--- src/rtl/core/gkm_ram.sv ---
// ----------------------------------------------------------------------------
// gkm_ram
// Simple dual-port RAM: one write port, one read port, registered read.
// ----------------------------------------------------------------------------
module gkm_ram #(
  parameter int unsigned WIDTH = 21,
  parameter int unsigned DEPTH = 32
) (
  input  logic                                   clk,
  input  logic                                   we,
  input  logic [(DEPTH > 1 ? $clog2(DEPTH) : 1)-1:0] waddr,
  input  logic [WIDTH-1:0]                       wdata,
  input  logic [(DEPTH > 1 ? $clog2(DEPTH) : 1)-1:0] raddr,
  output logic [WIDTH-1:0]                       rdata
);

  logic [WIDTH-1:0] mem [DEPTH];

  always_ff @(posedge clk) begin
    if (we) begin
      mem[waddr] <= wdata;
    end
    rdata <= mem[raddr];
  end

endmodule

--- config.mk ---
export PLATFORM = sky130hd
export DESIGN_NAME = gkm_ram
export DESIGN_NICKNAME = d
export VERILOG_FILES = /design/src/rtl/core/gkm_ram.sv
export SDC_FILE = /design/constraint.sdc
export NUM_CORES = 1
export LEC_CHECK = 0
export ABC_AREA = 0
export BUFFER_PORTS_ARGS = -buffer_cell sky130_fd_sc_hd__buf_4
export CAP_MARGIN = 20
export CORE_UTILIZATION = 24
export DETAILED_ROUTE_END_ITERATION = 12
export RECOVER_POWER = 25
export SLEW_MARGIN = 20
export SYNTH_ARGS = -nofsm -noshare
export SYNTH_HDL_FRONTEND = slang
export SYNTH_SLANG_ARGS = --single-unit
export TNS_END_PERCENT = 50
--- constraint.sdc ---
create_clock -name clk -period 2.35 [get_ports clk]
set_input_delay 0.235 -clock clk [delete_from_list [all_inputs] [get_ports clk]]
set_output_delay 0.235 -clock clk [all_outputs]
set_load 0.02 [all_outputs]
==> metrics.txt <==
outcome=finished with violations; failing checks=design-rule violations; Clock transition at path regs=0.06 ns; Initial DRT Pass Iterations=8; CP Capture Type=output port; total die area=0.113 mm2; Post-CTS Hold Buffers=0; Flop pwr share=51.8%; DP Cell Count=3033; Post-Synthesis Cells=1481; #FFs+latches synth=693; Syn. warnings=0; Final Hold Vio Count=0; Tcrit/Tclk final=67.6%; Post-synth EDFFs=672; WP data arrival=1.35 ns; setup ws final=0.761 ns; TritonCTS Sinks=693; Max clock buf depth=3; Achievable Freq=0.629 GHz; fraction of layout cells with a size suffix above 1=16.8%; CP Depth=1; reg2reg start=mem[3][2]; DP Worst Slack=0.171 ns; top-count cell post-synth=edfxtp_1; crit-path max cell delay=0.52 ns; sequential cell area fraction in the yosys report=77.0%; Clock Skew=0.0295 ns; Die X=336 um; initial antenna violation count=3; leading register cell type out of synthesis=edfxtp_1; post-CTS sizing=0; largest vdd supply drop=434 uV; Mean Syn Cell Area=18.1 um2; routed wl met3=3680 um; RSZ-0062 raised after global routing=no; Synth area leaders=edfxtp_1 (75%), mux2i_1 (13%), a22oi_1 (2.4%), dfxtp_1 (1.6%), a22o_1 (1.4%); WP data required=2.12 ns; final core occ=28.9%; top cells by count, synth=edfxtp_1 (672), mux2i_1 (336), a22oi_1 (84); routed len/inst=21.3 um; HPWL Detailed=40400 um; antenna viol nets, final=0; largest net degree at the start of global routing=37; Final min period=1.59 ns; DRC violations left=2; TritonCTS clock tree=built; CP Launch Point=rdata[7]; Post-Syn Nets=1514; Pwr Density=835 mW/mm2; Worst slew margin=7.26%; CP Cell Sequence=buf_4; Post-CTS Setup Bufs=0; Logic pwr share=5.4%; CP Capture Point=rdata[7]; routed wl met2=32600 um; switching share of power=20.9%; met1 WL=29500 um; Pwr Total=26.7 mW; DR vias=14.0k; core box area=0.111 mm2; total gr overflow=0; r2r endpoint=rdata[2]; startpoint types=flip-flop; DIE HEIGHT=336 um; register-to-register setup slack=0.88 ns; setup_tns=0 ns; Worst Max-Slew Pin Slew=1.39 ns; Buf+Inv Stages, Crit Path=1; CP max FO=1; post-synth top area share=75.4%; Slew Viols, Final=0; routability cong.=0.766; final WL=67400 um; kind of critical path=flip-flop to output port; Syn Std Cell Area=0.0268 mm2; insertion delay to the later sink of the worst-skew pair=0.62 ns; CTS root buffer=clkbuf_16; critical path's top delay family=flip-flops; row cnt=122; First DRT Iteration DRCs=1245; Psw=5.59 mW; Max Used Layer=met4; Finished Layout Cells=3164; Pleak=10.9 nW; Final #Nets=1653; Top Ports=54; MaxCap Viol Count=0; vias per cell=4.42; fillers=10.9k; vias in the first global route=14.2k; Int Power=21.1 mW; Synth area leader=edfxtp_1; clock share of power=42.8%; Worst Reg-to-Reg Cells=5; I/O Buffers=53; synth-to-layout area growth=19.5%; GRT Overall Usage=11.8%; Critical-path top delay cell=dfxtp_1; # setup viols final=0; H-tree depth=3; Distinct cells, synth=27; Initial Util=24.2%; Worst Hold Class=input port to flip-flop; CTS Buf Count=73; first-pass GRT wire length=97200 um; ys async rst share=0%
-- cell usage in the layout, fill, tap and decap left out --
cell type / count
edfxtp_1: 672
mux2i_1: 336
buf_4: 103
a22oi_1: 84
clkbuf_16: 77
nand3_1: 44
nand2_1: 43
a21oi_1: 42
a22o_1: 42
nor2_2: 32
clkbuf_1: 31
buf_12: 31
nor3_1: 21
a31oi_1: 21
nand4_1: 21
dfxtp_1: 21
clkinv_2: 13
bufinv_16: 7
clkinv_1: 6
nand3b_1: 5
or3b_2: 3
clkinvlp_4: 3
clkbuf_8: 3
diode_2: 2
nor2b_4: 2
nand2b_1: 2
inv_6: 2
nor2_4: 1
and2_4: 1
or2_2: 1
nor2_1: 1
or3_1: 1
clkinv_4: 1
buf_8: 1
-- power groups by stage --
stage	sequential (mW)	combinational [mW]	clock [mW]
final	13.8	1.45	11.4
after CTS	13.8	1.48	11.6
after global placement	14.1	1.45	0
after detailed placement	14.1	1.47	0
after floorplan	14.1	0.739	0
after global routing	13.8	1.55	12.1
-- kinds of logic after synthesis --
logic type | synth area share (%)
compound gates | 5.01
flops | 77.0
buf+inv | 2.23
simple gates | 3.19
mux | 12.6
-- cell type report --
class                           count  area, um2  area share (%)
Antenna cell                        2       5.00          0.0157
Clock buffer                       97       2030            6.36
Clock inverter                     32        347            1.08
Multi-Input combinational cell    703       5660            17.7
Sequential cell                   693      20600            64.4
Tap cell                         1488       1860            5.82
Timing Repair Buffer              149       1460            4.57
-- state kept, by name, indices dropped and copies added, names as in the netlist --
register  flops
mem         672
rdata        21
-- routing by layer --
layer | vias to the layer above | global-route usage, %
met5 | - | 0
met4 | 0 | 4.01
met3 | 88 | 1.84
met2 | 423 | 19.7
met1 | 7249 | 15.6
li1 | 6220 | -
-- worst reg2reg max path, stage by stage (launching register included) --
cell and delay, ns:
edfxtp_1 0.36, mux2i_1 0.16, a22o_1 0.15, nor3_1 0.07, a31oi_1 0.27, nand3_1 0.26
-- through the flow --
stage / hold WS [ns] / area [um2]
after detailed placement: 0.589 / 29600
after CTS: 0.00801 / 32000
after floorplan: 0.334 / 26800
final: 0.0544 / 32000
after global placement: 0.580 / 29600
after global routing: 0.0547 / 32000
-- worst min-delay path by stage --
stage,from,slack [ns],end,cells after the start
after CTS,wdata[16],0.008,mem[29][16],1
final,wdata[9],0.05,mem[30][9],1
after global placement,mem[16][8],0.58,rdata[8],4
after detailed placement,mem[16][10],0.59,rdata[10],4
after global routing,wdata[9],0.05,mem[30][9],1
after floorplan,wdata[0],0.33,mem[0][0],0
(Power assumes the default switching activity.)
