**config.mk**
```make
export PLATFORM = sky130hd
export DESIGN_NAME = gkm_cell
export DESIGN_NICKNAME = d
export VERILOG_FILES = /design/src/rtl/core/gkm_pkg.sv /design/src/rtl/core/gkm_ram.sv /design/src/rtl/core/gkm_cell.sv
export SDC_FILE = /design/constraint.sdc
export NUM_CORES = 1
export LEC_CHECK = 0
export ABC_CLOCK_PERIOD_IN_PS = 6300
export BUFFER_PORTS_ARGS = -buffer_cell sky130_fd_sc_hd__buf_2
export CORE_ASPECT_RATIO = 0.9
export CORE_MARGIN = 3
export CORE_UTILIZATION = 30
export DETAILED_ROUTE_END_ITERATION = 6
export SKIP_LAST_GASP = 1
export SLEW_MARGIN = 20
export SYNTH_ARGS = -nofsm -noshare
export SYNTH_HDL_FRONTEND = slang
export SYNTH_SLANG_ARGS = --single-unit
export TNS_END_PERCENT = 5
```
**constraint.sdc**
```tcl
create_clock -name clk -period 6.3 [get_ports clk]
set_input_delay 0.315 -clock clk [delete_from_list [all_inputs] [get_ports clk]]
set_output_delay 0.315 -clock clk [all_outputs]
set_load 0.005 [all_outputs]
```
**src/rtl/core/gkm_pkg.sv**
```systemverilog
// ----------------------------------------------------------------------------
// gkm_pkg
// Shared types, codes and helpers of the gapped keyword matcher.
// ----------------------------------------------------------------------------
package gkm_pkg;

  localparam int unsigned SYM_W         = 21;
  localparam int unsigned PATTERN_CHARS = 32;
  localparam int unsigned CASE_DIST     = 32;
  localparam int unsigned SKIP_TOP      = 126;
  localparam int unsigned GAP_RESET     = 20;
  localparam logic [19:0] COUNTER_MAX   = 20'hFFFFF;

  typedef enum logic [2:0] {
    FN_PAT_CHAR = 3'd0,
    FN_PAT_LEN  = 3'd1,
    FN_NEW_LINE = 3'd2,
    FN_TXT_CHAR = 3'd3,
    FN_SCAN     = 3'd4
  } func_t;

  typedef enum logic [1:0] {
    ST_IDLE,
    ST_STREAM,
    ST_DRAIN,
    ST_EMIT
  } state_t;

  // one text character moving down the cell chain
  typedef struct packed {
    logic             valid;
    logic             first;
    logic [SYM_W-1:0] sym;
  } stream_t;

  // pattern table write request, broadcast to all cells
  typedef struct packed {
    logic             we_char;
    logic             we_len;
    logic [3:0]       slot;
    logic [4:0]       cidx;
    logic [SYM_W-1:0] sym;
    logic [5:0]       len;
  } pat_wr_t;

  // scan control, broadcast to all cells
  typedef struct packed {
    logic       clear;
    logic       col_ok;
    logic [4:0] pattern_count;
    logic [7:0] max_gap;
  } scan_ctl_t;

  function automatic logic is_letter(input logic [SYM_W-1:0] c);
    return ((c >= SYM_W'(97)) && (c <= SYM_W'(122))) ||
           ((c >= SYM_W'(65)) && (c <= SYM_W'(90)));
  endfunction

  function automatic logic sym_equal(input logic [SYM_W-1:0] p,
                                     input logic [SYM_W-1:0] t,
                                     input logic             fold);
    logic [SYM_W:0] pe;
    logic [SYM_W:0] te;
    pe = {1'b0, p};
    te = {1'b0, t};
    if (p == t) return 1'b1;
    if (!fold) return 1'b0;
    if (pe == te + (SYM_W+1)'(CASE_DIST)) return 1'b1;
    return (te >= (SYM_W+1)'(CASE_DIST)) && (pe == te - (SYM_W+1)'(CASE_DIST));
  endfunction

endpackage

```
**src/rtl/core/gkm_ram.sv**
```systemverilog
// ----------------------------------------------------------------------------
// gkm_ram
// Simple dual-port RAM: one write port, one read port, registered read.
// ----------------------------------------------------------------------------
module gkm_ram #(
  parameter int unsigned WIDTH = 21,
  parameter int unsigned DEPTH = 32
) (
  input  logic                                   clk,
  input  logic                                   we,
  input  logic [(DEPTH > 1 ? $clog2(DEPTH) : 1)-1:0] waddr,
  input  logic [WIDTH-1:0]                       wdata,
  input  logic [(DEPTH > 1 ? $clog2(DEPTH) : 1)-1:0] raddr,
  output logic [WIDTH-1:0]                       rdata
);

  logic [WIDTH-1:0] mem [DEPTH];

  always_ff @(posedge clk) begin
    if (we) begin
      mem[waddr] <= wdata;
    end
    rdata <= mem[raddr];
  end

endmodule

```
**src/rtl/core/gkm_cell.sv**
```systemverilog
// ----------------------------------------------------------------------------
// gkm_cell
// One pattern slot: holds the pattern and its length, matches the text
// stream one character a cycle and passes the character to the next cell.
// ----------------------------------------------------------------------------
module gkm_cell #(
  parameter int unsigned IDX = 0,
  parameter int unsigned LFW = 9
) (
  input  logic              clk,
  input  logic              rst_n,
  input  gkm_pkg::pat_wr_t  wr,
  input  gkm_pkg::scan_ctl_t ctl,
  input  gkm_pkg::stream_t  cin,
  output gkm_pkg::stream_t  cout,
  output logic              hit,
  output logic [LFW-1:0]    span
);
  import gkm_pkg::*;

  localparam int unsigned CAW = (PATTERN_CHARS > 1) ? $clog2(PATTERN_CHARS) : 1;

  logic [5:0]       plen_r, plen_nxt;
  logic [5:0]       k_r, k_nxt;
  logic [LFW-1:0]   len_r, len_nxt;
  logic [8:0]       gaps_r, gaps_nxt;
  logic             run_r, run_nxt;
  logic             hit_r, hit_nxt;
  logic             fold_r, fold_nxt;
  stream_t          cout_r;
  logic [SYM_W-1:0] pat_q;
  logic             fold_now;
  logic             en;

  gkm_ram #(.WIDTH(SYM_W), .DEPTH(PATTERN_CHARS)) u_pat (
    .clk   (clk),
    .we    (wr.we_char && (wr.slot == 4'(IDX)) && (32'(wr.cidx) < PATTERN_CHARS)),
    .waddr (CAW'(wr.cidx)),
    .wdata (wr.sym),
    .raddr (CAW'(k_nxt)),
    .rdata (pat_q)
  );

  assign en       = ctl.col_ok && (5'(IDX) < ctl.pattern_count);
  assign fold_now = cin.first ? is_letter(cin.sym) : fold_r;

  always_comb begin
    plen_nxt = plen_r;
    k_nxt    = k_r;
    len_nxt  = len_r;
    gaps_nxt = gaps_r;
    run_nxt  = run_r;
    hit_nxt  = hit_r;
    fold_nxt = fold_r;
    if (wr.we_len && (wr.slot == 4'(IDX))) begin
      plen_nxt = (32'(wr.len) > PATTERN_CHARS) ? 6'(PATTERN_CHARS) : wr.len;
    end
    if (ctl.clear) begin
      k_nxt    = '0;
      len_nxt  = '0;
      gaps_nxt = '0;
      run_nxt  = en && (plen_r != '0);
      hit_nxt  = en && (plen_r == '0);
    end else if (cin.valid) begin
      fold_nxt = fold_now;
      if (run_r) begin
        if (sym_equal(pat_q, cin.sym, fold_now)) begin
          k_nxt    = k_r + 6'd1;
          len_nxt  = len_r + 1'b1;
          gaps_nxt = '0;
          if (k_nxt == plen_r) begin
            run_nxt = 1'b0;
            hit_nxt = 1'b1;
          end
        end else if ((cin.sym <= SYM_W'(SKIP_TOP)) && !is_letter(cin.sym) &&
                     (k_r != '0)) begin
          len_nxt  = len_r + 1'b1;
          gaps_nxt = gaps_r + 9'd1;
          if (gaps_nxt > {1'b0, ctl.max_gap}) begin
            run_nxt = 1'b0;
          end
        end else begin
          run_nxt = 1'b0;
        end
      end
    end
  end

  always_ff @(posedge clk) begin
    if (!rst_n) begin
      plen_r       <= '0;
      k_r          <= '0;
      run_r        <= 1'b0;
      hit_r        <= 1'b0;
      cout_r.valid <= 1'b0;
    end else begin
      plen_r       <= plen_nxt;
      k_r          <= k_nxt;
      run_r        <= run_nxt;
      hit_r        <= hit_nxt;
      cout_r.valid <= cin.valid;
    end
    len_r        <= len_nxt;
    gaps_r       <= gaps_nxt;
    fold_r       <= fold_nxt;
    cout_r.first <= cin.first;
    cout_r.sym   <= cin.sym;
  end

  assign cout = cout_r;
  assign hit  = hit_r;
  assign span = len_r;

endmodule

```
==> results.yml, run 1 <==
yosys:
  async_reset_ff_frac: 0
  ys_seq_area_frac: 0.708
  ys_warn_count: 0
  synth.distinct_cells: 73
  syn-num-nets: 2349
  synthFlopType: "edfxtp_1"
  ys_seq_elements: 749
  avgSynthCellArea_um2: 13.6
  syn_inst: 2255
  synth_edf_count: 673
  syn_area_um2: 30700
sta:
  rsz0062_at_grt: "no"
  setup_tns_ns: 0
  slew_headroom: 0.312
  clock_skew_ns: 0.0678
  max_freq_ghz: 0.192
  setup_viol: 0
  report.final.hold_viol_count: 0
  fin_ws_ns: 1.09
  fin_crit_sh: 0.827
  period_minus_slack_ns: 5.21
  worstMarginPinSlew_ns: 1.03
  slew_violations: 0
global_routing:
  grt_util_all_layers: 0.151
  grt_pass1_vias: 17900
  grt_max_degree: 94
  antenna_found_initial: 10
  grt_pass1_wl_um: 120000
  grt_overflow: 0
worst_setup_path:
  r2r_start: "u_pat.rdata[10]"
  critPathKind: "in -> reg"
  worstReg2RegEnd: "u_pat.rdata[20]"
  path_buf_inv: 4
  crit_family: "simple AND/OR/NAND/NOR gates"
  required_ns: 6.79
  cp_max_fo: 15
  endpoint_kind: "register"
  r2r_slack_ns: 1.48
  crit_chain: "dlygate4sd3_1 > buf_2 > ha_1 > nand4_1 > or4_1 > o22ai_1 > nor4_1 > nand4_1 > a211oi_2 > nor2_2 > mux2i_4 > buf_4 > buf_4 > a21oi_1 > a32oi_1 > o22ai_1 > nor4_2"
  critPathSlowestCell: "mux2i_4"
  rr_worst_depth: 14
  max_stage_delay_ns: 0.92
  worst_setup_path_start_kind: "primary input"
  arrival_ns: 5.70
power_and_ir_drop:
  ir_drop_mv: 0.179
  leakage_nw: 12.1
  p_per_area_nw_per_um2: 286
detailed_routing:
  viasPerCell: 5.06
  drc: 0
  wire_per_inst_um: 21.5
  dr_total_vias: 19200
  dr.first_iter.drc_count: 1947
  drtAntennaViolNets: 0
  firstDrtPassIters: 7
  wl_um: 81800
cts:
  htreeDepth: 3
  cts_resized: 0
  cts-root-buf: "clkbuf_16"
  cts.sinks: 749
  clk_path_buf_depth: 3
  path_clk_slew_ns: 0.06
  cts_inserted_buffers: 81
  insertion_delay_ns: 0.66
  cts_tree: "done"
worst_hold_path:
  hold_path_end: "plen_r[3]"
  hold_path_depth: 2
  worstHoldStart: "rst_n"
  hold_path_class: "in -> reg"
die:
  core.rowCount: 110
  boundaryPins: 111
  die_area_um2: 106000
  initial_utilization: 0.305
  coreArea_um2: 101000
  die_w_um: 343
  dieHeight_um: 310
cells_and_area:
  finalNetCount: 2486
  nFillCells: 9612
  area_growth_pct: 17.2
  drive_gt1_frac: 0.165
  final_core_util: 0.357
  final_cells: 3803
placed_design:
  place_ws_ns: 1.11
  dp.cells: 3628
  portBuffers: 110
  gp_congestion: 0.838
  dpl.hpwl_um: 48900
flow_run:
  drv_cap: 0
outcome:
  status: "complete, no violations"
==> timing repair <==
item,CTS,global route
hold endpoints to repair,24,0
buffers inserted,0,0
hold buffers,25,0
==> layer usage <==
layer / track usage / wire length (um)
met5: 0 / 25
met4: 0.0341 / 1530
met3: 0.0369 / 7150
met2: 0.226 / 35400
met1: 0.221 / 37700
==> placed cells by master (no fill, tap or decap), types with 15 or more instances in the layout <==
cell type	n
clkbuf_16	81
nor2_2	17
o21ai_0	16
xor2_1	33
nor2_1	51
o22ai_1	25
mux2_4	21
nor4_2	24
ha_1	16
nor2_4	16
a22o_1	21
a31oi_1	46
dlygate4sd3_1	25
nand3_1	109
a32oi_1	87
edfxtp_1	673
inv_1	18
nand2_1	458
mux2i_1	88
a21oi_1	106
dfxtp_1	76
mux2_2	22
xnor2_1	32
buf_4	50
buf_2	110
clkbuf_1	16
clkinv_1	15
==> synth_stat cells, drive strengths merged (6+ instances only) <==
master    n  area share
nand2   458       0.056
xnor2    32      0.0091
o211ai    6      0.0015
o22ai    25      0.0051
nor3b    10      0.0026
a32oi    87       0.025
and2     10      0.0021
a31oi    46      0.0094
dfxtp    76       0.050
mux2     45       0.019
buf      60       0.011
xor2     33      0.0094
nand2b    9      0.0018
o21ai    18      0.0029
clkbuf   78      0.0095
and3      9      0.0018
nand3b    8      0.0020
nand4    10      0.0020
edfxtp  673        0.66
nor2     84       0.010
a22oi     8      0.0020
ha       16      0.0065
nand3   109       0.018
a22o     21      0.0060
nor2b    10      0.0020
nor3     14      0.0024
a21oi   107       0.017
inv      18      0.0022
nor4     33       0.012
mux2i    89       0.029
==> kinds of logic after synthesis <==
group                    Yosys count  synth area share
AO/OA/AOI/OAI                    349            0.0782
XOR/XNOR                          65            0.0185
adder cells (fa/ha/maj)           16           0.00652
buffers and inverters            157            0.0226
flip-flops                       749             0.708
multiplexers                     134            0.0485
AND/OR/NAND/NOR                  785             0.118
==> area by class of cell <==
type                    count  area [um^2]  share of cell area
multi-input cells        1349         8560               0.238
clock inverters            44          448              0.0124
inverters                  19         71.3             0.00198
flip-flops and latches    749        21700               0.603
diodes                      1         2.50           0.0000695
clock buffers             105         2200              0.0610
repair buffers            192         1320              0.0366
well taps                1344         1680              0.0467
==> metrics by stage <==
step | cell area (um^2) | hold slack, ns | power [W]
floorplan | 30700 | 0.343 | 0.00560
global placement | 33100 | 0.469 | 0.00573
detailed placement | 33100 | 0.475 | 0.00573
CTS | 36000 | 0.0143 | 0.0104
global route | 36000 | 0.0415 | 0.0106
finish | 36000 | 0.0438 | 0.0103
==> how the worst max path moves through the flow <==
stage,start,to,depth (start not counted)
2_1_floorplan,cin[5],u_pat.rdata[19],18
3_3_place_gp,cin[6],u_pat.rdata[7],15
3_5_place_dp,cin[6],u_pat.rdata[12],15
4_1_cts,cin[6],u_pat.rdata[12],16
5_1_grt,cin[6],u_pat.rdata[7],16
6_report,cin[6],u_pat.rdata[20],17
==> flip-flops by register name (all words and copies together), names as in the netlist <==
name and cells:
span 9, fold_r 1, hit 1, u_pat.mem 672, k_r 6, u_pat.rdata 21
run_r 1, gaps_r 9, cout 23, plen_r 6
==> where the power goes <==
part / switching, W / internal (W)
clock: 0.00201 / 0.00266
combinational: 0.000151 / 0.0000609
sequential: 0.00000427 / 0.00542
total: 0.00216 / 0.00814
Power figures use the tool's default switching activity.
==> run 2, diff against run 1 <==
ABC_CLOCK_PERIOD_IN_PS = 5460   (was 6300)
clock period = 5.46 ns   (was 6.3 ns; I/O delays follow)
==> run 2 against run 1 <==
Net effect: sequential power is 15% higher; combinational power is 17% higher; setup slack worse by 0.60 ns; via count is 0.19% higher; die area stayed put; utilization is 0.17 points higher; non-clock buffer count is 19 higher; final area is 0.46% higher; first-iteration DRC count is 7.7% higher.
==> results.yml, run 2 (synthesis results as in run 1) <==
cells_and_area:
  largest_reg_flops: 672
  nFillCells: 9609
  drive_gt1_frac: 0.171
  finalNetCount: 2503
  final_common_cell: "edfxtp_1"
  stdcell_area_um2: 36200
  final_core_util: 0.359
  area_growth_pct: 17.8
  antenna_cells: 0
  regMostFlops: "u_pat.mem"
  final_cells: 3818
  final_cell_mix: "edfxtp_1 (673), nand2_1 (458), buf_2 (110)"
cts:
  insertion_delay_ns: 0.65
  cts-root-buf: "clkbuf_16"
  cts_hold_buf: 28
  cts_inserted_buffers: 79
  cts.sinks: 749
  htreeDepth: 3
  cts_tree: "done"
  cts_resized: 0
  clk_path_buf_depth: 3
  postCtsSetupBuffers: 0
  path_clk_slew_ns: 0.06
flow_run:
  drv_cap: 0
worst_setup_path:
  rr_worst_depth: 14
  critPathKind: "in -> reg"
  crit_start: "cin[6]"
  r2r_start: "u_pat.rdata[10]"
  worst_setup_path_start_kind: "primary input"
  r2r_slack_ns: 0.84
  worstReg2RegEnd: "u_pat.rdata[9]"
  required_ns: 5.97
  arrival_ns: 5.48
  cp_max_fo: 62
  endpoint_kind: "register"
die:
  boundaryPins: 111
  core.rowCount: 110
  coreArea_um2: 101000
  initial_utilization: 0.305
  dieHeight_um: 310
  die_w_um: 343
  die_area_um2: 106000
detailed_routing:
  viasPerCell: 5.05
  firstDrtPassIters: 5
  wire_per_inst_um: 21.7
  dr.first_iter.drc_count: 2096
  dr_total_vias: 19300
  wl_um: 82800
  drtAntennaViolNets: 0
  drc: 0
sta:
  slew_headroom: 0.300
  max_freq_ghz: 0.201
  worst_hold_slack_ns: 0.0454
  report.final.hold_viol_count: 0
  slew_violations: 0
  rsz0062_at_grt: "no"
  fin_crit_sh: 0.911
  worstMarginPinSlew_ns: 1.05
  setup_tns_ns: 0
  period_minus_slack_ns: 4.97
  clock_skew_ns: 0.0371
  setup_viol: 0
power_and_ir_drop:
  power_frac_clock: 0.454
  leakage_nw: 12.2
  switchingPower_w: 0.00247
  p_int_w: 0.00944
  p_per_area_nw_per_um2: 329
  p_seq_frac: 0.526
  swShare: 0.208
  combPwrFrac: 0.021
  ir_drop_mv: 0.234
worst_hold_path:
  hold_path_class: "in -> reg"
  worstHoldStart: "wr[5]"
  hold_path_end: "plen_r[3]"
  hold_path_depth: 4
global_routing:
  grt_max_degree: 88
  grt_util_all_layers: 0.153
  grt_overflow: 0
  grt_pass1_vias: 18600
  grt_pass1_wl_um: 122000
  antenna_found_initial: 4
outcome:
  status: "complete, no violations"
placed_design:
  placed_cell_area_um2: 33300
  dp.cells: 3644
  gp_congestion: 0.883
  portBuffers: 110
  dpl.hpwl_um: 50200
[run 2: worst max-delay path, cell delays in order]
cell	delay, ns
dlygate4sd3_1	0.52
buf_2	0.25
ha_1	0.40
nand4_1	0.20
or4_1	0.56
o22ai_1	0.21
nor4_1	0.08
nand4_1	0.17
a211oi_2	0.12
nor2_2	0.62
mux2_8	0.66
buf_12	0.27
buf_4	0.21
nand2_1	0.07
nand3_1	0.07
a31oi_1	0.69
nor4_2	0.05
[run 2: metrics by stage]
stage | worst slack, ns | total power, W
floorplan | 1.86 | 0.00646
global placement | 0.471 | 0.00661
detailed placement | 0.437 | 0.00661
CTS | 0.567 | 0.0120
global route | 0.164 | 0.0123
finish | 0.487 | 0.0119
[run 2: area by class of cell]
class / count / area [um^2] / share of cell area
inverters: 19 / 71.3 / 0.00197
multi-input cells: 1349 / 8510 / 0.235
flip-flops and latches: 749 / 21700 / 0.601
clock inverters: 43 / 468 / 0.0129
clock buffers: 103 / 2160 / 0.0597
repair buffers: 211 / 1550 / 0.0430
well taps: 1344 / 1680 / 0.0465
[run 2: worst max path at each step]
stage	slack [ns]	end
global placement	0.47	u_pat.rdata[9]
CTS	0.57	u_pat.rdata[9]
floorplan	1.86	u_pat.rdata[19]
finish	0.49	u_pat.rdata[9]
detailed placement	0.44	u_pat.rdata[9]
global route	0.16	u_pat.rdata[9]
[run 2: power groups by stage]
stage	Sequential, W	Clock (W)	Combinational (W)
2_1_floorplan	0.00638	0	0.0000782
3_3_place_gp	0.00638	0	0.000230
3_5_place_dp	0.00638	0	0.000232
4_1_cts	0.00626	0.00550	0.000247
5_1_grt	0.00626	0.00573	0.000273
6_report	0.00626	0.00540	0.000249
[run 2: metal layers]
metal	up-vias	track usage	share of wire
met1	9560	0.217	0.45
li1	8801	-	-
met3	113	0.0412	0.091
met5	-	0	0.000097
met2	787	0.233	0.44
met4	2	0.0374	0.019
